## config.mk

```make
export PLATFORM = sky130hd
export DESIGN_NAME = lat_queue
export DESIGN_NICKNAME = d
export VERILOG_FILES = /design/src/hw/rtl/lat_pkg.sv /design/src/hw/rtl/lat_queue.sv
export SDC_FILE = /design/constraint.sdc
export NUM_CORES = 1
export LEC_CHECK = 0
export ABC_CLOCK_PERIOD_IN_PS = 3100
export BUFFER_PORTS_ARGS = -buffer_cell sky130_fd_sc_hd__buf_2
export CAP_MARGIN = 20
export CORE_MARGIN = 2
export CORE_UTILIZATION = 40
export DETAILED_ROUTE_END_ITERATION = 10
export PLACE_DENSITY = 0.73
export SETUP_SLACK_MARGIN = 0.05
export SYNTH_ARGS = -nofsm -noshare
export SYNTH_HDL_FRONTEND = slang
export SYNTH_SLANG_ARGS = --single-unit
```

## constraint.sdc

```tcl
create_clock -name clock -period 3.1 [get_ports clock]
set_input_delay 0.155 -clock clock [delete_from_list [all_inputs] [get_ports clock]]
set_output_delay 0.155 -clock clock [all_outputs]
set_load 0.02 [all_outputs]
```

## src/hw/rtl/lat_pkg.sv

```systemverilog
// ----------------------------------------------------------------------------
// lat_pkg
// Types and constants shared by the load average tracker modules.
// ----------------------------------------------------------------------------
package lat_pkg;

   localparam int NUM_SETS_DEF    = 8;
   localparam int MAX_CPUS        = 64;
   localparam int SCALE_FACTOR    = 1000;
   localparam int SCHED_FRAC_BITS = 7;
   localparam int BUSY_MAX        = 65535;

   localparam int SCALE_W = $clog2(SCALE_FACTOR + 1);
   localparam int PROD_W  = 26 + SCALE_W;
   localparam int DVS_W   = 17;
   localparam int QUEUE_DEPTH = 2;

   // reciprocals for the constant divisions, exact over the dividend ranges used
   localparam int          RCP_W     = PROD_W + 1;
   localparam int          RCP_SH    = PROD_W + SCALE_W;
   localparam logic [63:0] RCP_SCALE = ((64'd1 << RCP_SH) + 64'(SCALE_FACTOR) - 64'd1)
                                       / 64'(SCALE_FACTOR);
   localparam int          RCP5_SH   = 32;
   localparam logic [63:0] RCP_FIVE  = ((64'd1 << RCP5_SH) + 64'd4) / 64'd5;

   localparam logic [7:0] CSR_DEFAULT_SET  = 8'd0;
   localparam logic [7:0] CSR_DECAY_SHORT  = 8'd1;
   localparam logic [7:0] CSR_DECAY_MEDIUM = 8'd2;
   localparam logic [7:0] CSR_DECAY_LONG   = 8'd3;

   typedef struct packed {
      logic [2:0]  set_index;
      logic [6:0]  cpu_count;
      logic [15:0] queued_threads;
      logic [6:0]  idle_cpus;
   } req_type;

   typedef struct packed {
      logic [2:0]  set_index_res;
      logic        updated;
      logic [15:0] set_factor_avg;
      logic [25:0] set_load_avg;
      logic [22:0] sched_avg;
      logic [15:0] factor_short;
      logic [15:0] factor_medium;
      logic [15:0] factor_long;
      logic [25:0] run_avg_short;
      logic [25:0] run_avg_medium;
      logic [25:0] run_avg_long;
   } rsp_type;

   typedef struct packed {
      logic [7:0] addr;
      logic [9:0] wdata;
   } csr_type;

   typedef struct packed {
      logic [2:0] default_set;
      logic [9:0] decay_short;
      logic [9:0] decay_medium;
      logic [9:0] decay_long;
   } cfg_type;

   // classified sample handed from front to back
   typedef struct packed {
      logic [2:0]  set_index;
      logic        valid_set;
      logic        upd;
      logic        is_def;
      logic [6:0]  cpus;
      logic [15:0] busy;
   } job_type;

endpackage

```

## src/hw/rtl/lat_queue.sv

```systemverilog
// ----------------------------------------------------------------------------
// lat_queue
// Short FIFO between the classifying front and the computing back.
// ----------------------------------------------------------------------------
module lat_queue
   import lat_pkg::*;
#(
   parameter int DEPTH = QUEUE_DEPTH
)
(
   input  logic    clock,
   input  logic    reset,
   input  logic    push,
   input  job_type push_data,
   output logic    full,
   input  logic    pop,
   output logic    not_empty,
   output job_type head
);
   localparam int PTR_W = (DEPTH > 1) ? $clog2(DEPTH) : 1;
   localparam int CNT_W = $clog2(DEPTH + 1);

   job_type          mem_ff [DEPTH];
   logic [PTR_W-1:0] wr_ff, wr_in;
   logic [PTR_W-1:0] rd_ff, rd_in;
   logic [CNT_W-1:0] cnt_ff, cnt_in;

   always_comb begin
      wr_in  = wr_ff;
      rd_in  = rd_ff;
      cnt_in = cnt_ff;
      if (push) begin
         wr_in = (wr_ff == PTR_W'(DEPTH - 1)) ? '0 : wr_ff + 1'b1;
      end
      if (pop) begin
         rd_in = (rd_ff == PTR_W'(DEPTH - 1)) ? '0 : rd_ff + 1'b1;
      end
      if (push && !pop) begin
         cnt_in = cnt_ff + 1'b1;
      end else if (pop && !push) begin
         cnt_in = cnt_ff - 1'b1;
      end
   end

   always_ff @(posedge clock) begin
      if (reset) begin
         wr_ff  <= '0;
         rd_ff  <= '0;
         cnt_ff <= '0;
      end else begin
         wr_ff  <= wr_in;
         rd_ff  <= rd_in;
         cnt_ff <= cnt_in;
      end
      if (push) begin
         mem_ff[wr_ff] <= push_data;
      end
   end

   assign full      = (cnt_ff == CNT_W'(DEPTH));
   assign not_empty = (cnt_ff != '0);
   assign head      = mem_ff[rd_ff];
endmodule

```

* Yosys cells after proc, flatten, opt, wreduce, memory -nomap -nowiden *
Memories as Yosys holds them, arrays and structs flattened. A register that Yosys moved wholly into a read port is not among the register bits.
Index checks and enable logic that the tools add are counted.
W data, S select, Z words.

word-level totals
  memories = 1
  flip-flop bits (word level) = 4
  output and inout port bits = 31
  memory bits (writable) = 58
  logic and storage cells = 23
  input port bits = 33

memory list
  name    depth  bits a word  read ports  clocked after Yosys merged registers in  wr ports  line             RTL
  mem_ff  2      29           1           1                                        1         lat_queue.sv:23  job_type mem_ff [DEPTH];

cells by class
  reduce and logical (&&, ||, !) cells = 6
  multiplexer cells = 8
  equal/unequal tests = 1
  add/subtract/negate cells = 4

operators by type and width
  cell                   count
  $mux W1                6
  $mux W2                2
  $reduce_bool A2 Y1     2
  $add A1 B1 Y1 const B  2
  $add A2 B1 Y2 const B  1
  $eq A2 B2 Y1 const B   1
  $logic_and A1 B1 Y1    2
  $logic_not A1 Y1       2
  $sub A2 B1 Y2 const B  1

* Logic depth before layout (Yosys ltp) *
Gate-level depths: netlist of run 1.

  depth in word-level cells = 4
  gate-level depth with buffers = 5
  depth with buffers taken out = 5

* Worst setup path after synthesis of run 1 *
No wires, ideal clock.

  path type = reg2reg
  start point = reg wr_ff
  end point = mem mem_ff[0][0] (netlist name), enable pin
  slack = 1046 ps
  arrival = 1636 ps
  clock period less this slack = 2054 ps
  library setup time = 418 ps
  cell stages (with the launch flop) = 2
  buffers on the path = 0
  required time = 2682 ps
  path through = dfxtp_1 nor2b_1

RTL lines
  item                    line             RTL
  from (decl)             lat_queue.sv:24  logic [PTR_W-1:0] wr_ff, wr_in;
  from (signal assigned)  lat_queue.sv:51  wr_ff <= wr_in;
  to (decl)               lat_queue.sv:23

Straight into the memory's write port.

==> results of run 1 <==
## synth_stat cells
| library cell | count |
|---|---|
| edfxtp_1 | 58 |
| mux2_2 | 29 |
| dfxtp_1 | 5 |
| nor2_1 | 4 |
| xnor2_1 | 2 |
| xor2_1 | 2 |
| a21oi_1 | 1 |
| and2_1 | 1 |
| and2b_2 | 1 |
| buf_2 | 1 |
| buf_4 | 1 |
| buf_6 | 1 |
| ha_1 | 1 |
| inv_1 | 1 |
| nor2b_1 | 1 |
| o21ai_0 | 1 |
| or2_2 | 1 |
| or3_1 | 1 |
## logic make-up (layout without fill, tap and decap cells)
family                     count (synthesis)  after routing  synth area share [%]
AOI/OAI and AO/OA                          2              2                 0.434
xor gates and xnor gates                   4              4                  1.52
adders and majority gates                  1              1                 0.543
buffers and inverters                      4             92                  1.20
DFF                                       63             63                  80.0
muxes                                     29             29                  14.2
and+or+nand+nor                            9              9                  2.12
## power groups by stage
stage | logic [uW] | clock network (uW) | registers (uW)
after CTS | 257 | 629 | 1010
final | 252 | 602 | 1010
after detailed placement | 247 | 0 | 1030
after floorplan | 164 | 0 | 1020
after global placement | 244 | 0 | 1020
after global routing | 274 | 666 | 1010
## cells in the final DEF (no fill, tap or decap), drive strengths merged, types with 2 or more instances in the layout
cell / n
buf: 65
edfxtp: 58
mux2: 29
dlygate4sd3: 10
clkbuf: 9
dfxtp: 5
nor2: 4
clkinv: 4
clkinvlp: 3
xor2: 2
xnor2: 2
## through the flow
step / power [uW] / setup slack [ns] / utilization, % / area (um^2) / cells
detailed placement: 1270 / 1.49 / 48.8 / 2710 / 246
global placement: 1270 / 1.51 / 48.8 / 2710 / 246
floorplan: 1180 / 1.05 / - / 2300 / 112
CTS: 1890 / 1.11 / 53.6 / 2970 / 271
global route: 1950 / 1.06 / 53.8 / 2980 / 272
finish: 1860 / 1.16 / 53.8 / 2980 / 272
## worst max path at each step
| stage | from | end | slack [ns] | cells after the start |
|---|---|---|---|---|
| after floorplan | wr_ff | mem_ff[0][0] | 1.05 | 1 |
| after global placement | flop | head[27] | 1.51 | 3 |
| after detailed placement | flop | head[21] | 1.49 | 3 |
| after CTS | flop | head[27] | 1.11 | 3 |
| after global routing | flop | head[6] | 1.06 | 3 |
| final | flop | head[27] | 1.16 | 3 |
## layout make-up
type | instances | area share [%]
inverter | 1 | 0.126
timing repair buffer | 75 | 14.4
clock buffer | 9 | 4.16
multi-input combinational | 45 | 14.8
sequential | 63 | 61.8
clock inverter | 7 | 1.68
tap | 72 | 3.02
## routing by layer
layer	GRT usage, %	wire [um]	vias to the layer above
met5	0	0	-
met4	8.14	59	0
met3	3.17	217	7
met2	21.6	1900	46
met1	16.6	1750	591
li1	-	-	599
## registers in the layout, summed over array words and instances, names as in the netlist, named ones only
name,flops
mem_ff,58
rd_ff,1
wr_ff,1
cnt_ff,2
## repair_timing
| action | 4_1_cts | 5_1_grt |
|---|---|---|
| hold buffers | 9 | 1 |
| buffers inserted | 0 | 0 |
| endpoints found under the hold margin | 16 | 2 |
| gates resized for setup | 0 | 0 |
==> metrics, run 1 <==
reg2reg path depth 1; Clk pwr share between 30% and 40%; CP delay by family, top buffers and inverters; RR Startpoint wr_ff; leading area contributor after synthesis edfxtp_1; initial drt markers 77; total CTS buffers 9; via-per-instance ratio approximately 4.6; core area 0.00554 mm^2; Cell variety after synth 18; Hold EP mem_ff[1][26]; critical path arrival 1.78 ns; clock skew 0.00507 ns; hold slack final 0.0203 ns; Hold Crit Class primary input to flop; reg2reg end mem_ff[0][24]; synthesis-to-finish area growth 29.5%; Reg2Reg Setup Slack roughly 1.7 ns; antenna diode count 0; Setup Viol. Count Final 0; worst-case clock buffer depth 2; Leakage roughly 0.0011 uW; total gr overflow 0; Starting Density between 40% and 50%; Cell Chain, Critical Path buf_4, mux2_2, buf_2; Fin Setup TNS 0 ns; Avg Cell Area, Syn 20.6 um^2; crit-path max cell delay between 0.5 and 0.6 ns; maximum clock frequency 517 MHz; first-pass GRT wire length 6.20 mm; Hold Startpoint push_data[26]; gpl congestion ~0.65; CP bufs+invs 2; Reg clk slew, reported paths roughly 0.07 ns; DRT antenna net count 0; Post-Route WL slightly below 4 mm; initial antenna violation count 0; DR DRC count 0; count of boundary I/O pins 64; Multi-input gate area 440 um^2; Area contributors post-synth edfxtp_1 (76%), mux2_2 (14%), dfxtp_1 (4.3%), xnor2_1 (0.76%), xor2_1 (0.76%); RSZ-0062 raised after global routing false; Net Switching ~470 uW; Sw Share 25.4%; FP Rows 27; pwr dens 624 mW/mm^2; Final Hold Vio Count 0; status complete, no violations; die area about 0.0064 mm^2; filler instances between 400 and 500; Root Driver clkbuf_8; Combinational Power Share 13.6%; Worst-Skew Late Latency 0.32 ns; CP max stage cell dfxtp_1; H-tree depth 3; clock sinks 63; Int Power around 1400 uW; Min-Delay Path Depth 1; Seq. cell area 0.00184 mm^2; NumNets Final 229; max cap viols 0; Syn. warnings 0; Cell Area, Synth between 0.002 and 0.0025 mm^2; Synth top area share 75.7%; Die Ht 79.9 um; CP endpoint kind output port; Syn Inst Count about 110; crit start category flop; headroom to the max-slew limit 43.6%; post-route clock period utilization a little over three fifths; proportion of layout cells with a drive suffix above 1 a little under three fifths; critical setup path kind flop to output port; sequential area share after synthesis between 70% and 80%; vias in the first global route between 1000 and 1500; drt pass-1 iters 2; Post-DP HPWL around 2.5 mm; largest net degree at the start of global routing 30; Via Count approximately 1200; PortBufs 63; CP max FO 22; maximum VDD drop ~0.00028 V; GRT Util Overall between 10% and 20%; Worst-Margin Slew 0.845 ns; WL/cell around 14 um; Die W ~80 um; Max Slew Vio Count 0; Crit path required time 2.94 ns; Reg power frac 54.1%; post-synthesis net count between 100 and 150; Yosys reg bits 63; CTS tree built; fin crit period 1.94 ns
Note: power is estimated with default switching activity, not from simulation.
==> run 2: changes to the inputs <==
--- a/config.mk
+++ b/config.mk
@@ -5,7 +5,7 @@
 export SDC_FILE = /design/constraint.sdc
 export NUM_CORES = 1
 export LEC_CHECK = 0
-export ABC_CLOCK_PERIOD_IN_PS = 3100
+export ABC_CLOCK_PERIOD_IN_PS = 2000
 export BUFFER_PORTS_ARGS = -buffer_cell sky130_fd_sc_hd__buf_2
 export CAP_MARGIN = 20
 export CORE_MARGIN = 2
==> constraint.sdc (replaced) <==
create_clock -name clock -period 2 [get_ports clock]
set_input_delay 0.1 -clock clock [delete_from_list [all_inputs] [get_ports clock]]
set_output_delay 0.1 -clock clock [all_outputs]
set_load 0.02 [all_outputs]
==> run 2 against run 1 <==
Against the previous run:
- combinational power grew 73%
- via count up 3.9%
- routed wire length rose by 0.10%
- final area is 7.1% higher
- clock-buffer cell count grew 2
- largest power group unchanged
- global-route usage is 0.15 points lower
==> metrics, run 2 (synthesis results as in run 1) <==
status complete, no violations (unchanged); CTS tree built (unchanged); clock sinks 63 (unchanged); fin crit period roughly 1.7 ns; Crit path required time 1.90 ns (was 2.94 ns); first-pass GRT wire length 6.20 mm (about the same); worst setup margin 0.267 ns (was 1.16 ns); filler instances 434 (was 485); Leakage 0.00123 uW (was 0.00114 uW); Post-CTS Repair Setup Buffers 0 (unchanged); pwr dens 889 mW/mm^2 (was 624 mW/mm^2); fin util 57.6% (was 53.8%); pre-CTS WS 0.584 ns (was 1.49 ns); DR DRC count 0 (unchanged); CP max FO 22 (unchanged); crit-path max cell delay 0.55 ns (was 0.52 ns); Reg2Reg Setup Slack 0.77 ns (was 1.69 ns); post-CTS resize count 0 (unchanged); critical path arrival 1.63 ns (was 1.78 ns); CP endpoint kind output port (unchanged); largest registers mem_ff (58), cnt_ff (2) (unchanged); GRT Util Overall 13.4% (was 13.5%); critical setup path kind flop to output port (unchanged); Via Count 1292 (was 1243); Starting Density 41.6% (unchanged); via-per-instance ratio 4.44 (was 4.57); hold_buf cts 30 (was 9); Post-DP HPWL 2.47 mm (was 2.46 mm); proportion of layout cells with a drive suffix above 1 49.3% (was 56.5%); NumNets Final 250 (was 229); Root Driver clkbuf_8 (unchanged); max cap viols 0 (unchanged); Worst-Margin Slew 0.385 ns (was 0.845 ns); post-route clock period utilization between 80% and 90%; Cell Chain, Critical Path buf_12, mux2_2, buf_2 (was buf_4, mux2_2, buf_2); commonest cells after routing, fill and taps aside buf_2 (63), edfxtp_1 (58), dlygate4sd3_1 (30) (was buf_2 (63), edfxtp_1 (58), mux2_2 (29)); Max Slew Vio Count 0 (unchanged); total CTS buffers 9 (unchanged); count of boundary I/O pins 64 (unchanged); headroom to the max-slew limit 74.3% (was 43.6%); Hold Crit Class primary input to flop (unchanged); Largest Register mem_ff (unchanged); initial antenna violation count 0 (unchanged); placed cell area 0.00275 mm^2 (was 0.00271 mm^2); CP max stage cell dfxtp_1 (unchanged); Setup Viol. Count Final 0 (unchanged); FP Rows 27 (unchanged); largest net degree at the start of global routing 26 (was 30); total gr overflow 0 (unchanged); reg2reg end mem_ff[1][6] (was mem_ff[0][24]); vias in the first global route 1367 (was 1272); antenna diode count 0 (unchanged); gpl congestion 0.712 (was 0.648); core area 0.00554 mm^2 (unchanged); synthesis-to-finish area growth 38.6% (was 29.5%); Die W 79.9 um (unchanged); commonest non-fill, non-tap cell in the layout buf_2 (unchanged); Hold Startpoint push (was push_data[26]); RR Startpoint wr_ff (unchanged); PortBufs 63 (unchanged); Final Hold Vio Count 0 (unchanged); DRT antenna net count 0 (unchanged); Worst-Skew Late Latency 0.32 ns (about the same); die area 0.00638 mm^2 (unchanged); Min-Delay Path Depth 3 (was 1); RSZ-0062 raised after global routing false (unchanged); worst-case clock buffer depth 2 (unchanged); Post-Route WL 3.93 mm (was 3.92 mm); max FFs per register 58 (unchanged); drt pass-1 iters 3 (was 2); Reg clk slew, reported paths 0.06 ns (was 0.07 ns); maximum VDD drop 0.000530 V (was 0.000283 V); reg2reg path depth 2 (was 1); WL/cell 13.5 um (was 14.4 um); crit start category flop (unchanged); maximum clock frequency slightly below 600 MHz; H-tree depth 3 (unchanged); initial drt markers 75 (was 77); Die Ht 79.9 um (unchanged); Fin Setup TNS 0 ns (unchanged); clock skew 0.00573 ns (was 0.00507 ns); Hold EP wr_ff (was mem_ff[1][26]); design area 0.00319 mm^2 (was 0.00298 mm^2); total power 2840 uW (was 1860 uW)
-- run 2: cell types whose count changed in the layout (fill, tap and decap cells not counted), sizes merged --
cell / delta
dlygate4sd3: +20
clkbuf: +2
clkinv: -1
buf: +1
clkinvlp: -3
-- run 2: power breakdown --
part / leakage (uW) / internal [uW] / total [uW] / switching (uW)
clock network: 0.0000741 / 425 / 837 / 412
registers: 0.000586 / 1530 / 1560 / 29.1
logic: 0.000566 / 210 / 437 / 227
-- run 2: worst max-delay path by stage --
stage                     startpoint      endpoint  slack [ns]  depth (start not counted)
after floorplan                wr_ff  mem_ff[0][0]        0.49                          1
after global placement          flop      head[28]        0.61                          3
after detailed placement        flop      head[15]        0.58                          3
after CTS                       flop      head[15]        0.22                          3
after global routing            flop      head[15]        0.17                          3
final                           flop       head[4]        0.27                          3
-- run 2: routing by layer --
layer | up-vias | share of wire (%) | GRT usage [%]
met5 | - | 0 | 0
met4 | 0 | 2.4 | 7.12
met3 | 11 | 6.3 | 4.64
met2 | 45 | 49 | 22.6
met1 | 598 | 42 | 14.7
li1 | 638 | - | -
-- run 2: final cells by class --
type,count,area [um^2],share of cell area (%)
clock buffers,11,131,4.12
clock inverters,3,12.5,0.392
inverters,1,3.75,0.118
multi-input cells,45,435,13.6
flip-flops and latches,63,1840,57.7
well taps,72,90.1,2.82
repair buffers,96,676,21.2
-- run 2: through the flow --
| step | hold WS (ns) | instances |
|---|---|---|
| after detailed placement | 0.291 | 247 |
| after global routing | 0.0972 | 291 |
| after global placement | 0.288 | 247 |
| after floorplan | 0.169 | 112 |
| final | 0.0710 | 291 |
| after CTS | 0.0622 | 291 |
-- run 2: critical path: cells and delay by family (launching register included) --
| family | cells | cell delay, ns |
|---|---|---|
| muxes | 1 | 0.36 |
| DFF | 1 | 0.55 |
| buffers and inverters | 2 | 0.39 |
