$ cat src/hw/rtl/lat_pkg.sv
// ----------------------------------------------------------------------------
// lat_pkg
// Types and constants shared by the load average tracker modules.
// ----------------------------------------------------------------------------
package lat_pkg;

   localparam int NUM_SETS_DEF    = 8;
   localparam int MAX_CPUS        = 64;
   localparam int SCALE_FACTOR    = 1000;
   localparam int SCHED_FRAC_BITS = 7;
   localparam int BUSY_MAX        = 65535;

   localparam int SCALE_W = $clog2(SCALE_FACTOR + 1);
   localparam int PROD_W  = 26 + SCALE_W;
   localparam int DVS_W   = 17;
   localparam int QUEUE_DEPTH = 2;

   // reciprocals for the constant divisions, exact over the dividend ranges used
   localparam int          RCP_W     = PROD_W + 1;
   localparam int          RCP_SH    = PROD_W + SCALE_W;
   localparam logic [63:0] RCP_SCALE = ((64'd1 << RCP_SH) + 64'(SCALE_FACTOR) - 64'd1)
                                       / 64'(SCALE_FACTOR);
   localparam int          RCP5_SH   = 32;
   localparam logic [63:0] RCP_FIVE  = ((64'd1 << RCP5_SH) + 64'd4) / 64'd5;

   localparam logic [7:0] CSR_DEFAULT_SET  = 8'd0;
   localparam logic [7:0] CSR_DECAY_SHORT  = 8'd1;
   localparam logic [7:0] CSR_DECAY_MEDIUM = 8'd2;
   localparam logic [7:0] CSR_DECAY_LONG   = 8'd3;

   typedef struct packed {
      logic [2:0]  set_index;
      logic [6:0]  cpu_count;
      logic [15:0] queued_threads;
      logic [6:0]  idle_cpus;
   } req_type;

   typedef struct packed {
      logic [2:0]  set_index_res;
      logic        updated;
      logic [15:0] set_factor_avg;
      logic [25:0] set_load_avg;
      logic [22:0] sched_avg;
      logic [15:0] factor_short;
      logic [15:0] factor_medium;
      logic [15:0] factor_long;
      logic [25:0] run_avg_short;
      logic [25:0] run_avg_medium;
      logic [25:0] run_avg_long;
   } rsp_type;

   typedef struct packed {
      logic [7:0] addr;
      logic [9:0] wdata;
   } csr_type;

   typedef struct packed {
      logic [2:0] default_set;
      logic [9:0] decay_short;
      logic [9:0] decay_medium;
      logic [9:0] decay_long;
   } cfg_type;

   // classified sample handed from front to back
   typedef struct packed {
      logic [2:0]  set_index;
      logic        valid_set;
      logic        upd;
      logic        is_def;
      logic [6:0]  cpus;
      logic [15:0] busy;
   } job_type;

endpackage

$ cat src/hw/rtl/lat_chan_if.sv
// ----------------------------------------------------------------------------
// lat_chan_if
// Valid/ready channel carrying one payload beat.
// ----------------------------------------------------------------------------
interface lat_chan_if #(parameter type payload_type = logic) ();
   logic        valid;
   logic        ready;
   payload_type data;

   modport source (output valid, output data, input ready);
   modport sink   (input valid, input data, output ready);
endinterface

$ cat src/hw/rtl/lat_divider.sv
// ----------------------------------------------------------------------------
// lat_divider
// Restoring unsigned divider, one quotient bit per cycle.
// ----------------------------------------------------------------------------
module lat_divider
   import lat_pkg::*;
(
   input  logic              clock,
   input  logic              reset,
   input  logic              start,
   input  logic [PROD_W-1:0] dividend,
   input  logic [DVS_W-1:0]  divisor,
   output logic              done,
   output logic [PROD_W-1:0] quotient
);
   localparam int CNT_W = $clog2(PROD_W + 1);

   logic              run_ff, run_in;
   logic              done_ff, done_in;
   logic [CNT_W-1:0]  cnt_ff, cnt_in;
   logic [PROD_W-1:0] dvd_ff, dvd_in;
   logic [DVS_W-1:0]  dvs_ff, dvs_in;
   logic [DVS_W-1:0]  rem_ff, rem_in;
   logic [DVS_W:0]    trial;
   logic [DVS_W:0]    diff;

   always_comb begin
      trial   = {rem_ff, dvd_ff[PROD_W-1]};
      diff    = trial - {1'b0, dvs_ff};
      run_in  = run_ff;
      done_in = 1'b0;
      cnt_in  = cnt_ff;
      dvd_in  = dvd_ff;
      dvs_in  = dvs_ff;
      rem_in  = rem_ff;
      if (start) begin
         run_in = 1'b1;
         cnt_in = CNT_W'(PROD_W);
         dvd_in = dividend;
         dvs_in = divisor;
         rem_in = '0;
      end else if (run_ff) begin
         // quotient bits shift in where dividend bits leave
         if (trial >= {1'b0, dvs_ff}) begin
            rem_in = diff[DVS_W-1:0];
            dvd_in = {dvd_ff[PROD_W-2:0], 1'b1};
         end else begin
            rem_in = trial[DVS_W-1:0];
            dvd_in = {dvd_ff[PROD_W-2:0], 1'b0};
         end
         cnt_in = cnt_ff - 1'b1;
         if (cnt_ff == CNT_W'(1)) begin
            run_in  = 1'b0;
            done_in = 1'b1;
         end
      end
   end

   always_ff @(posedge clock) begin
      if (reset) begin
         run_ff  <= 1'b0;
         done_ff <= 1'b0;
         cnt_ff  <= '0;
      end else begin
         run_ff  <= run_in;
         done_ff <= done_in;
         cnt_ff  <= cnt_in;
      end
      dvd_ff <= dvd_in;
      dvs_ff <= dvs_in;
      rem_ff <= rem_in;
   end

   assign done     = done_ff;
   assign quotient = dvd_ff;
endmodule

$ cat src/hw/rtl/lat_back.sv
// ----------------------------------------------------------------------------
// lat_back
// Sequencer over one multiplier, one divider and a reciprocal unit that
// updates the per-set and global averages and fills the result register.
// ----------------------------------------------------------------------------
module lat_back
   import lat_pkg::*;
#(
   parameter int NUM_SETS = NUM_SETS_DEF
)
(
   input  logic     clock,
   input  logic     reset,
   input  cfg_type  cfg,
   input  logic     q_not_empty,
   input  job_type  q_head,
   output logic     q_pop,
   lat_chan_if.source rsp_if
);
   localparam int SET_W  = (NUM_SETS > 1) ? $clog2(NUM_SETS) : 1;
   localparam int HALF_W = PROD_W / 2;
   localparam int HI_W   = PROD_W - HALF_W;
   localparam int ACC_W  = PROD_W + RCP_W;
   localparam int PP_W   = HI_W + RCP_W;

   localparam logic [3:0] ST_IDLE  = 4'd0;
   localparam logic [3:0] ST_AVG   = 4'd1;
   localparam logic [3:0] ST_FACT  = 4'd2;
   localparam logic [3:0] ST_FSET  = 4'd3;
   localparam logic [3:0] ST_FDIV  = 4'd4;
   localparam logic [3:0] ST_LDIV  = 4'd5;
   localparam logic [3:0] ST_SF    = 4'd6;
   localparam logic [3:0] ST_SL    = 4'd7;
   localparam logic [3:0] ST_GMUL0 = 4'd8;
   localparam logic [3:0] ST_GMUL1 = 4'd9;
   localparam logic [3:0] ST_GDIV  = 4'd10;
   localparam logic [3:0] ST_SCHED = 4'd11;
   localparam logic [3:0] ST_OUT   = 4'd12;

   logic [3:0]        st_ff;
   logic              pend_ff;
   job_type           job_ff;
   logic [PROD_W-1:0] prod_ff;
   logic [PROD_W-1:0] acc_ff;
   logic [15:0]       factor_ff;
   logic [22:0]       load_ff;
   logic [25:0]       avg_ff;
   logic [1:0]        gi_ff;
   logic              gsel_ff;
   logic              rsp_valid_ff;
   rsp_type           rsp_ff;

   logic [15:0] fac_mem_ff   [NUM_SETS];
   logic [25:0] load_mem_ff  [NUM_SETS];
   logic [22:0] sched_mem_ff [NUM_SETS];
   logic [15:0] gf_ff [3];
   logic [25:0] gr_ff [3];

   logic [SET_W-1:0]  sel;
   logic [25:0]       mul_a;
   logic [SCALE_W-1:0] mul_b;
   logic [PROD_W-1:0] prod_in;
   logic [9:0]        d_raw;
   logic [SCALE_W-1:0] k;
   logic              div_start;
   logic [PROD_W-1:0] div_dvd;
   logic [DVS_W-1:0]  div_dvs;
   logic              div_done;
   logic [PROD_W-1:0] div_q;
   logic [23:0]       sched_sum;

   // constant divisions by five and by the scale factor
   logic              cd_start;
   logic              cd_big;
   logic [PROD_W-1:0] cd_dvd;
   logic [1:0]        cd_step_ff;
   logic              cd_done_ff;
   logic              cd_big_ff;
   logic [PROD_W-1:0] cd_x_ff;
   logic [ACC_W-1:0]  cd_acc_ff;
   logic [RCP_W-1:0]  cd_m;
   logic [HI_W-1:0]   cd_half;
   logic [PP_W-1:0]   cd_prod;
   logic [25:0]       cd_q;

   assign sel = SET_W'(job_ff.set_index);

   always_comb begin
      case (gi_ff)
         2'd0:    d_raw = cfg.decay_short;
         2'd1:    d_raw = cfg.decay_medium;
         default: d_raw = cfg.decay_long;
      endcase
      k = (32'(d_raw) > SCALE_FACTOR) ? SCALE_W'(SCALE_FACTOR) : SCALE_W'(d_raw);
   end

   // single shared multiplier
   always_comb begin
      case (st_ff)
         ST_AVG: begin
            mul_a = 26'(job_ff.busy);
            mul_b = SCALE_W'(SCALE_FACTOR);
         end
         ST_FACT: begin
            mul_a = (job_ff.busy > 16'(job_ff.cpus)) ? 26'(job_ff.cpus)
                                                     : 26'(16'(job_ff.cpus) - job_ff.busy);
            mul_b = SCALE_W'(SCALE_FACTOR);
         end
         ST_GMUL0: begin
            mul_a = gsel_ff ? gr_ff[gi_ff] : 26'(gf_ff[gi_ff]);
            mul_b = k;
         end
         ST_GMUL1: begin
            mul_a = gsel_ff ? avg_ff : 26'(factor_ff);
            mul_b = SCALE_W'(SCALE_FACTOR) - k;
         end
         default: begin
            mul_a = '0;
            mul_b = '0;
         end
      endcase
      prod_in = PROD_W'(mul_a) * PROD_W'(mul_b);
   end

   always_comb begin
      case (st_ff)
         ST_FDIV: begin
            div_dvd = prod_ff;
            div_dvs = DVS_W'(job_ff.busy) + 1'b1;
         end
         ST_LDIV: begin
            div_dvd = PROD_W'({job_ff.busy, SCHED_FRAC_BITS'(0)});
            div_dvs = DVS_W'(job_ff.cpus);
         end
         default: begin
            div_dvd = '0;
            div_dvs = DVS_W'(1);
         end
      endcase
      case (st_ff)
         ST_SF: begin
            cd_dvd = (PROD_W'(fac_mem_ff[sel]) << 2) + PROD_W'(factor_ff);
            cd_big = 1'b0;
         end
         ST_SL: begin
            cd_dvd = (PROD_W'(load_mem_ff[sel]) << 2) + PROD_W'(avg_ff);
            cd_big = 1'b0;
         end
         ST_GDIV: begin
            cd_dvd = acc_ff + prod_ff;
            cd_big = 1'b1;
         end
         default: begin
            cd_dvd = '0;
            cd_big = 1'b0;
         end
      endcase
      div_start = !pend_ff && (st_ff == ST_FDIV || st_ff == ST_LDIV);
      cd_start  = !pend_ff && (st_ff == ST_SF || st_ff == ST_SL || st_ff == ST_GDIV);
      sched_sum = {1'b0, sched_mem_ff[sel]} + {1'b0, load_ff};
   end

   // reciprocal multiply in two halves of the dividend
   always_comb begin
      cd_m    = cd_big_ff ? RCP_W'(RCP_SCALE) : RCP_W'(RCP_FIVE);
      cd_half = (cd_step_ff == 2'd1) ? HI_W'(cd_x_ff[HALF_W-1:0]) : cd_x_ff[PROD_W-1:HALF_W];
      cd_prod = PP_W'(cd_half) * PP_W'(cd_m);
      cd_q    = cd_big_ff ? cd_acc_ff[RCP_SH +: 26] : cd_acc_ff[RCP5_SH +: 26];
   end

   always_ff @(posedge clock) begin
      if (reset) begin
         cd_step_ff <= 2'd0;
         cd_done_ff <= 1'b0;
      end else begin
         cd_done_ff <= (cd_step_ff == 2'd2);
         if (cd_start) begin
            cd_step_ff <= 2'd1;
         end else if (cd_step_ff == 2'd1) begin
            cd_step_ff <= 2'd2;
         end else if (cd_step_ff == 2'd2) begin
            cd_step_ff <= 2'd0;
         end
      end
      if (cd_start) begin
         cd_x_ff   <= cd_dvd;
         cd_big_ff <= cd_big;
      end
      if (cd_step_ff == 2'd1) begin
         cd_acc_ff <= ACC_W'(cd_prod);
      end else if (cd_step_ff == 2'd2) begin
         cd_acc_ff <= cd_acc_ff + (ACC_W'(cd_prod) << HALF_W);
      end
   end

   lat_divider u_div (
      .clock    (clock),
      .reset    (reset),
      .start    (div_start),
      .dividend (div_dvd),
      .divisor  (div_dvs),
      .done     (div_done),
      .quotient (div_q)
   );

   assign q_pop = (st_ff == ST_IDLE) && q_not_empty;

   always_ff @(posedge clock) begin
      if (reset) begin
         st_ff        <= ST_IDLE;
         pend_ff      <= 1'b0;
         gi_ff        <= '0;
         gsel_ff      <= 1'b0;
         rsp_valid_ff <= 1'b0;
         for (int i = 0; i < NUM_SETS; i++) begin
            fac_mem_ff[i]   <= '0;
            load_mem_ff[i]  <= '0;
            sched_mem_ff[i] <= '0;
         end
         for (int i = 0; i < 3; i++) begin
            gf_ff[i] <= '0;
            gr_ff[i] <= '0;
         end
      end else begin
         if (div_start || cd_start) begin
            pend_ff <= 1'b1;
         end else if (div_done || cd_done_ff) begin
            pend_ff <= 1'b0;
         end
         if (rsp_valid_ff && rsp_if.ready) begin
            rsp_valid_ff <= 1'b0;
         end
         case (st_ff)
            ST_IDLE: begin
               if (q_not_empty) begin
                  job_ff <= q_head;
                  st_ff  <= q_head.upd ? ST_AVG : ST_OUT;
               end
            end
            ST_AVG: begin
               prod_ff <= prod_in;
               st_ff   <= ST_FACT;
            end
            ST_FACT: begin
               avg_ff  <= prod_ff[25:0];
               prod_ff <= prod_in;
               st_ff   <= (job_ff.busy > 16'(job_ff.cpus)) ? ST_FDIV : ST_FSET;
            end
            ST_FSET: begin
               factor_ff <= prod_ff[15:0];
               load_ff   <= 23'(1) << SCHED_FRAC_BITS;
               st_ff     <= ST_SF;
            end
            ST_FDIV: begin
               if (div_done) begin
                  factor_ff <= div_q[15:0];
                  st_ff     <= ST_LDIV;
               end
            end
            ST_LDIV: begin
               if (div_done) begin
                  load_ff <= div_q[22:0];
                  st_ff   <= ST_SF;
               end
            end
            ST_SF: begin
               if (cd_done_ff) begin
                  fac_mem_ff[sel] <= cd_q[15:0];
                  st_ff           <= ST_SL;
               end
            end
            ST_SL: begin
               if (cd_done_ff) begin
                  load_mem_ff[sel] <= cd_q;
                  gi_ff            <= '0;
                  gsel_ff          <= 1'b0;
                  st_ff            <= job_ff.is_def ? ST_GMUL0 : ST_SCHED;
               end
            end
            ST_GMUL0: begin
               prod_ff <= prod_in;
               st_ff   <= ST_GMUL1;
            end
            ST_GMUL1: begin
               acc_ff  <= prod_ff;
               prod_ff <= prod_in;
               st_ff   <= ST_GDIV;
            end
            ST_GDIV: begin
               if (cd_done_ff) begin
                  if (gsel_ff) begin
                     gr_ff[gi_ff] <= cd_q;
                     gsel_ff      <= 1'b0;
                     if (gi_ff == 2'd2) begin
                        st_ff <= ST_SCHED;
                     end else begin
                        gi_ff <= gi_ff + 1'b1;
                        st_ff <= ST_GMUL0;
                     end
                  end else begin
                     gf_ff[gi_ff] <= cd_q[15:0];
                     gsel_ff      <= 1'b1;
                     st_ff        <= ST_GMUL0;
                  end
               end
            end
            ST_SCHED: begin
               sched_mem_ff[sel] <= sched_sum[23:1];
               st_ff             <= ST_OUT;
            end
            ST_OUT: begin
               if (!rsp_valid_ff) begin
                  rsp_valid_ff <= 1'b1;
                  st_ff        <= ST_IDLE;
               end
            end
            default: st_ff <= ST_IDLE;
         endcase
      end
      if (st_ff == ST_OUT && !rsp_valid_ff) begin
         rsp_ff.set_index_res  <= job_ff.set_index;
         rsp_ff.updated        <= job_ff.upd;
         rsp_ff.set_factor_avg <= job_ff.valid_set ? fac_mem_ff[sel] : '0;
         rsp_ff.set_load_avg   <= job_ff.valid_set ? load_mem_ff[sel] : '0;
         rsp_ff.sched_avg      <= job_ff.valid_set ? sched_mem_ff[sel] : '0;
         rsp_ff.factor_short   <= gf_ff[0];
         rsp_ff.factor_medium  <= gf_ff[1];
         rsp_ff.factor_long    <= gf_ff[2];
         rsp_ff.run_avg_short  <= gr_ff[0];
         rsp_ff.run_avg_medium <= gr_ff[1];
         rsp_ff.run_avg_long   <= gr_ff[2];
      end
   end

   assign rsp_if.valid = rsp_valid_ff;
   assign rsp_if.data  = rsp_ff;
endmodule

$ cat src/flat_wrapper.sv
// flat-port wrapper written by rule: the top's interface ports become plain ports
module lat_back_flat import lat_pkg::*;
#(
   parameter int NUM_SETS = NUM_SETS_DEF
)
  (clock, reset, cfg, q_not_empty, q_head, q_pop, rsp_if_valid, rsp_if_data, rsp_if_ready);
  lat_chan_if rsp_if_i ();
  input  logic clock;
  input  logic reset;
  input  cfg_type cfg;
  input  logic q_not_empty;
  input  job_type q_head;
  output logic q_pop;
  output wire logic [$bits(rsp_if_i.valid)-1:0] rsp_if_valid;
  output wire logic [$bits(rsp_if_i.data)-1:0] rsp_if_data;
  input wire logic [$bits(rsp_if_i.ready)-1:0] rsp_if_ready;
  assign rsp_if_valid = rsp_if_i.valid;
  assign rsp_if_data = rsp_if_i.data;
  assign rsp_if_i.ready = rsp_if_ready;
  lat_back #(.NUM_SETS(NUM_SETS)) u_core (.clock(clock), .reset(reset), .cfg(cfg), .q_not_empty(q_not_empty), .q_head(q_head), .q_pop(q_pop), .rsp_if(rsp_if_i));
endmodule
$ cat config.mk
export PLATFORM = sky130hd
export DESIGN_NAME = lat_back_flat
export DESIGN_NICKNAME = d
export VERILOG_FILES = /design/src/hw/rtl/lat_pkg.sv /design/src/hw/rtl/lat_chan_if.sv /design/src/hw/rtl/lat_divider.sv /design/src/hw/rtl/lat_back.sv /design/src/flat_wrapper.sv
export SDC_FILE = /design/constraint.sdc
export NUM_CORES = 2
export LEC_CHECK = 0
export ABC_AREA = 1
export BUFFER_PORTS_ARGS = -buffer_cell sky130_fd_sc_hd__buf_2
export CORE_ASPECT_RATIO = 1.25
export CORE_MARGIN = 2
export CORE_UTILIZATION = 40
export CTS_BUF_LIST = sky130_fd_sc_hd__clkbuf_16
export DETAILED_ROUTE_END_ITERATION = 10
export PLACE_DENSITY = 0.68
export SYNTH_ARGS = -nofsm -noshare
export SYNTH_HDL_FRONTEND = slang
export SYNTH_SLANG_ARGS = --single-unit
$ cat constraint.sdc
create_clock -name clock -period 7.4 [get_ports clock]
set_clock_uncertainty 0.15 [all_clocks]
set_input_delay 0.37 -clock clock [delete_from_list [all_inputs] [get_ports clock]]
set_output_delay 0.37 -clock clock [all_outputs]
set_load 0.05 [all_outputs]
* Word-level counts from Yosys, hierarchy flattened *
Memories as Yosys holds them, arrays and structs flattened. A register that Yosys moved wholly into a read port is not among the register bits.
Cells that the tools add are included.

word-level totals
  register bits = 341
  latch bits = 0
  memory bits (writable) = 462
  bits in read-only memories = 0
  input bits = 66
  output and inout bits = 3
  memories = 4

cells by class
  add/sub/neg operators = 10
  multipliers = 2
  div/mod/pow operators = 0
  magnitude comparators = 3
  equality and inequality tests = 26
  shifts and indexed selects = 0
  muxes and demuxes = 94
  bitwise operators = 2
  reductions and logical operators = 37

memories
  memory              words  width  read ports  clocked after Yosys merged registers in  wr ports  line            source
  u_core.load_mem_ff  8      26     1           1                                        8         lat_back.sv:54  logic [25:0] load_mem_ff [NUM_SETS];
  u_core.fac_mem_ff   8      16     1           1                                        8         lat_back.sv:53  logic [15:0] fac_mem_ff [NUM_SETS];
  u_core.gr_ff        3      26     2           2                                        3         lat_back.sv:57  logic [25:0] gr_ff [3];
  u_core.gf_ff        3      16     1           1                                        3         lat_back.sv:56  logic [15:0] gf_ff [3];

operators with widths
  operator            number
  $mux 26             6
  $mux 55             2
  $pmux 36 s3         1
  $pmux 26 s4         1
  $add 73x73->73      1
  $mux 36             2
  $pmux 36 s2         1
  $mul 18x37->55      1
  $pmux 4 s13         1
  $reduce_or 26->1    2
  $mux 16             3
  $mux 1              37
  $mux 37             1
  $add 36x36->36      1
  $mul 26x10->36      1
  $pmux 17 s2         1
  $mux 4              8
  $pmux 16 s2         1
  $reduce_or 16->1    2
  $mux 2              15
  $pmux 10 s3         1
  $add 28x26->29      1
  $eq 4x4->1 const B  5
  $pmux 10 s2         1
  other kinds (40)    78

* Logic depth before layout (Yosys ltp) *
  word-level depth = 7
  depth in mapped cells = 49

* Modules after synthesis *
A second synthesis with hierarchy kept.

unflattened totals
  cells, all modules = 7901
  area, all modules = 67145.6 µm²

by module, submodules not included
  module       times used  cells each  area an instance (µm²)  sequential area each (µm²)
  lat_back     1           7336        62652.6                 22271.4
  lat_divider  1           565         4493.1                  2092.0

* Worst setup path after synthesis *
OpenSTA, ideal clock, no wires.

  path type = register to register
  from = register u_core.cd_step_ff[1]
  to = register u_core.cd_acc_ff[50] (data pin)
  data arrival time = 7579 ps
  path slack = -590 ps
  cell stages (with the launch flop) = 40
  buffers on the path = 2
  cells stage by stage = dfxtp_1 -> inv_1 -> ha_1 -> buf_2 -> inv_1 -> clkbuf_1 -> or2_2 -> o21ai_0 -> nor2_1 -> fa_1 -> fa_1 -> inv_1 -> fa_1 -> fa_1 -> inv_1 -> fa_1 -> inv_1 -> fa_1 -> (+4 left out) -> a21oi_1 -> nor2_1 -> nor2_1 -> nand2_1 -> a21oi_1 -> o21ai_0 -> or2_2 -> and2_1 -> ha_1 -> nand2_1 -> nor2_1 -> nand2_1 -> o21ai_0 -> a21oi_1 -> o21ai_0 -> nand2_1 -> nand2_1 -> o21ai_0

between the ends
  cells in the longest elaborated chain, start to end = 6

ends and longest elaborated chain
  what                    line                              source
  from (decl)             lat_back.sv:76                    logic [1:0] cd_step_ff;
  from (signal assigned)  lat_back.sv:173                   cd_step_ff <= 2'd0;
  from (signal assigned)  lat_back.sv:178                   cd_step_ff <= 2'd1;
  from (signal assigned)  lat_back.sv:180                   cd_step_ff <= 2'd2;
  $eq 2x1->1 (*)          lat_back.sv:166, lat_back.sv:189
  $mux 18                 lat_back.sv:166                   cd_half = (cd_step_ff == 2'd1) ? HI_W'(cd_x_ff[HALF_W-1:0]) : cd_x_ff[PROD_W-1:HALF_W];
  $mul 18x37->55          lat_back.sv:167                   cd_prod = PP_W'(cd_half) * PP_W'(cd_m);
  $add 73x73->73          lat_back.sv:192                   cd_acc_ff <= cd_acc_ff + (ACC_W'(cd_prod) << HALF_W);
  $mux 55                 lat_back.sv:191                   end else if (cd_step_ff == 2'd2) begin
  $mux 55 (*)             lat_back.sv:189                   if (cd_step_ff == 2'd1) begin
  to (signal assigned)    lat_back.sv:190                   cd_acc_ff <= ACC_W'(cd_prod);
  to (signal assigned)    lat_back.sv:192
  to (decl)               lat_back.sv:80                    logic [ACC_W-1:0] cd_acc_ff;

Mark *: on every way between the ends. The rest lies on a longest branch, timed or not. The select of a mux whose other input is x is not followed.
A chain may end at the register's enable or synchronous reset.

* Final worst setup path *
  from = register u_core.cd_step_ff[1]
  to = register u_core.cd_acc_ff[52] (data pin)

The elaborated chain is that of the path after synthesis.

==> results.tsv <==
stage	metric	value	unit
clocking	worstSkewPairLatency	0.74	ns
yosys	ys_warn_count	0	
yosys	synthXorXnorAreaFrac	1.58	%
worst_hold_path	min_path_type	input pin to flop	
timing	setup_viol	36	
floorplan	start_util	40.1	%
yosys	ys_seq_elements	831	
worst_setup_path	arrival	8.26	ns
finish	layout.nets	9714	
outcome	violations	negative setup slack	
worst_setup_path	start_kind	flop	
finish	design_area	0.0851	mm2
clocking	cts_max_level	3	
timing	drv_slew	0	
yosys	synthArstFlopShare	0	%
yosys	synthMuxAreaShare	0	%
yosys	synth_fa_ha_area_share	23.4	%
routing	drc	0	
routing	vias	58500	
global_route	antenna_found_initial	5	
worst_setup_path	cp_num_buf_inv	11	
yosys	synth_area	0.0664	mm2
clocking	clk_pin_slew_worst_paths	0.07	ns
worst_setup_path	critPathTopFamily	adder cells	
timing	worst_slew_margin_rel	19.9	%
worst_setup_path	path_class	flop to flop	
clocking	clock_sinks	831	
worst_setup_path	crit_top_cell	fa_1	
yosys	ys_seq_area_share	36.7	%
global_route	track_usage	27.6	%
worst_setup_path	end_kind	flop	
floorplan	fp.coreArea	0.165	mm2
global_route	grt_first_pass_wirelength	353000	um
timing	fin_crit	7.95	ns
finish	finish.utilization	51.5	%
worst_setup_path	critical-path-max-stage-delay	0.60	ns
yosys	ys_types	61	
clocking	cts_tree	built	
yosys	synth_flop_cell	edfxtp_1	
routing	firstDrtPassIters	5	
flow_run	drv_cap	0	
place	detailed_place_hpwl	186000	um
yosys	synth_top_family_by_area	adder cells	
clocking	cts-root-buf	clkbuf_16	
timing	max_freq	0.126	GHz
worst_setup_path	crit_fanout	8	
routing	via_per_inst	5.33	
clocking	cts_buffers	87	
place	port_buffers	64	
finish	nFillCells	15100	
finish	drive_gt1_share	25.4	%
worst_setup_path	slowest_stage	fa_2	
floorplan	die_h	459	um
yosys	synth_edf_count	772	
yosys	netlist_instances	7718	
timing	period_share	107	%
global_route	grt_start_max_net_pins	91	
clocking	clk_path_buf_depth	3	
yosys	synth_compound_area_share	11.7	%
worst_setup_path	cp_data_required_time	7.71	ns
routing	drt-total-wl	239000	um
timing	worst_slew_pin_slew	1.20	ns
global_route	grt_overflow	0	
place	pre_cts_slack	-1.53	ns
timing	worst_slack	-0.554	ns
routing	avgRoutedWirePerCell	21.8	um
floorplan	core.rowCount	167	
routing	drtIter0Drc	5033	
finish	syn2layout_area_growth	28.3	%
timing	timing.setup.tns	-12.72	ns
floorplan	pin_count	69	
yosys	yosys.area_share.simple	18.1	%
floorplan	die_width	368	um
place	gp_congestion	0.979	
yosys	synth_area_per_cell	8.60	um2
routing	ant_nets	0	
floorplan	die-area	0.169	mm2
outcome	run_status	complete, but fails checks	
timing	finalHoldViolCount	0	
global_route	grt_pass1_vias	58500	
timing	rsz0062_at_grt	yes	
place	post_dp_cell_area	0.0758	mm2
-- flip-flops by register name, summed over array words and instances (netlist names), 36 cells and up, named ones only --
signal,cells
u_core.load_mem_ff,208
u_core.fac_mem_ff,128
u_core.gr_ff,104
u_core.gf_ff,64
u_core.cd_acc_ff,53
u_core.acc_ff,36
u_core.cd_x_ff,36
u_core.prod_ff,36
u_core.u_div.quotient,36
-- layer usage --
| metal | global-route usage, % | share of wire [%] |
|---|---|---|
| met5 | 0 | 0.0096 |
| met4 | 15.5 | 6.4 |
| met3 | 3.06 | 6.1 |
| met2 | 48.1 | 49 |
| met1 | 33.2 | 38 |
-- worst paths after layout --
check / to / slack, ns / cells after the start / from
min: u_core.job_ff[21] / 0.19 / 2 / q_head[21]
max: u_core.cd_acc_ff[52] / -0.55 / 37 / u_core.cd_step_ff[1]
max reg2reg: u_core.cd_acc_ff[52] / -0.55 / 37 / u_core.cd_step_ff[1]
min reg2reg: u_core.rsp_if.data / 0.31 / 0 / u_core.gr_ff[2][0]
-- logic make-up (layout without fill, tap and decap cells) --
group           count (synthesis)  in the layout
buf+inv                      1476           2518
simple gates                 2974           2975
xor+xnor                      120            120
flops                         831            831
compound gates               1377           1377
other cells                     2             25
fa+ha+maj                     938            938
-- synthesized netlist by cell type (all sizes together) (4+ instances only) --
cell type	instances	area, um2
o221ai	27	236
nor4	20	125
and3	9	56.3
a21o	32	240
dfxtp	59	1180
clkbuf	218	818
o211ai	45	343
a31oi	69	432
xnor2	42	368
inv	1194	4480
nor2	1409	5310
nand4	32	200
o21ai	581	2910
nand3b	7	52.6
a211oi	7	52.6
edfxtp	772	23200
xor2	78	683
o21bai	30	225
or2	60	375
a21oi	452	2320
o2111ai	4	35.0
and2	12	75.1
buf	58	317
nand2	1140	4350
ha	429	5370
nand3	226	1160
nor3	57	285
fa	509	10200
clkinv	6	22.5
o311ai	8	70.1
o22ai	65	413
a22o	10	87.6
o21a	17	128
o31ai	4	30.0
a21boi	18	135
-- placed cells by master, fill, tap and decap left out, types with 56 or more instances in the layout --
master     Yosys  routed
o22ai_1       64      64
clkbuf_16      0      90
buf_4          5     979
buf_2         34      64
o21ai_0      559     446
nor2_4         2      85
nand2_1     1118     978
a31oi_1       69      62
nand2_2       19     113
a21oi_1      436     319
ha_4           0      82
nor2_1      1405    1258
a21oi_2       16      97
edfxtp_1     772     772
nor2_2         2      67
ha_1         429     342
o21ai_2        1      56
buf_6          5      57
inv_1       1182    1098
inv_2         12      97
nand3_1      221     183
fa_1         509     483
-- metrics by stage --
stage	instances	hold slack (ns)
2_1_floorplan	7738	0.271
3_5_place_dp	10600	0.306
4_1_cts	10900	0.158
5_1_grt	11000	0.187
3_3_place_gp	10600	0.299
6_report	11000	0.189
-- repair_timing --
item | in CTS | in global routing
pin swaps | 126 | 262
gates resized for setup | 585 | 604
hold endpoints to repair | 36 | 0
cloned | 0 | 4
endpoints found under the setup margin | 59 | 67
hold buffers | 32 | 0
setup buffers | 64 | 89
-- cell type report --
class / instances / area [um2] / area share (%)
timing repair inverter: 1 / 6.26 / 0.00735
antenna: 3 / 7.51 / 0.00882
timing repair buffer: 1157 / 9130 / 10.7
clock inverter: 72 / 739 / 0.869
sequential: 831 / 24400 / 28.6
clock buffer: 88 / 2200 / 2.59
inverter: 1200 / 4550 / 5.34
multi-input combinational: 5432 / 41400 / 48.6
tap: 2197 / 2750 / 3.23
Power is left out: the tool's default activity adds up to more than one toggle a clock period on the data nets, which glitch-free logic cannot reach.
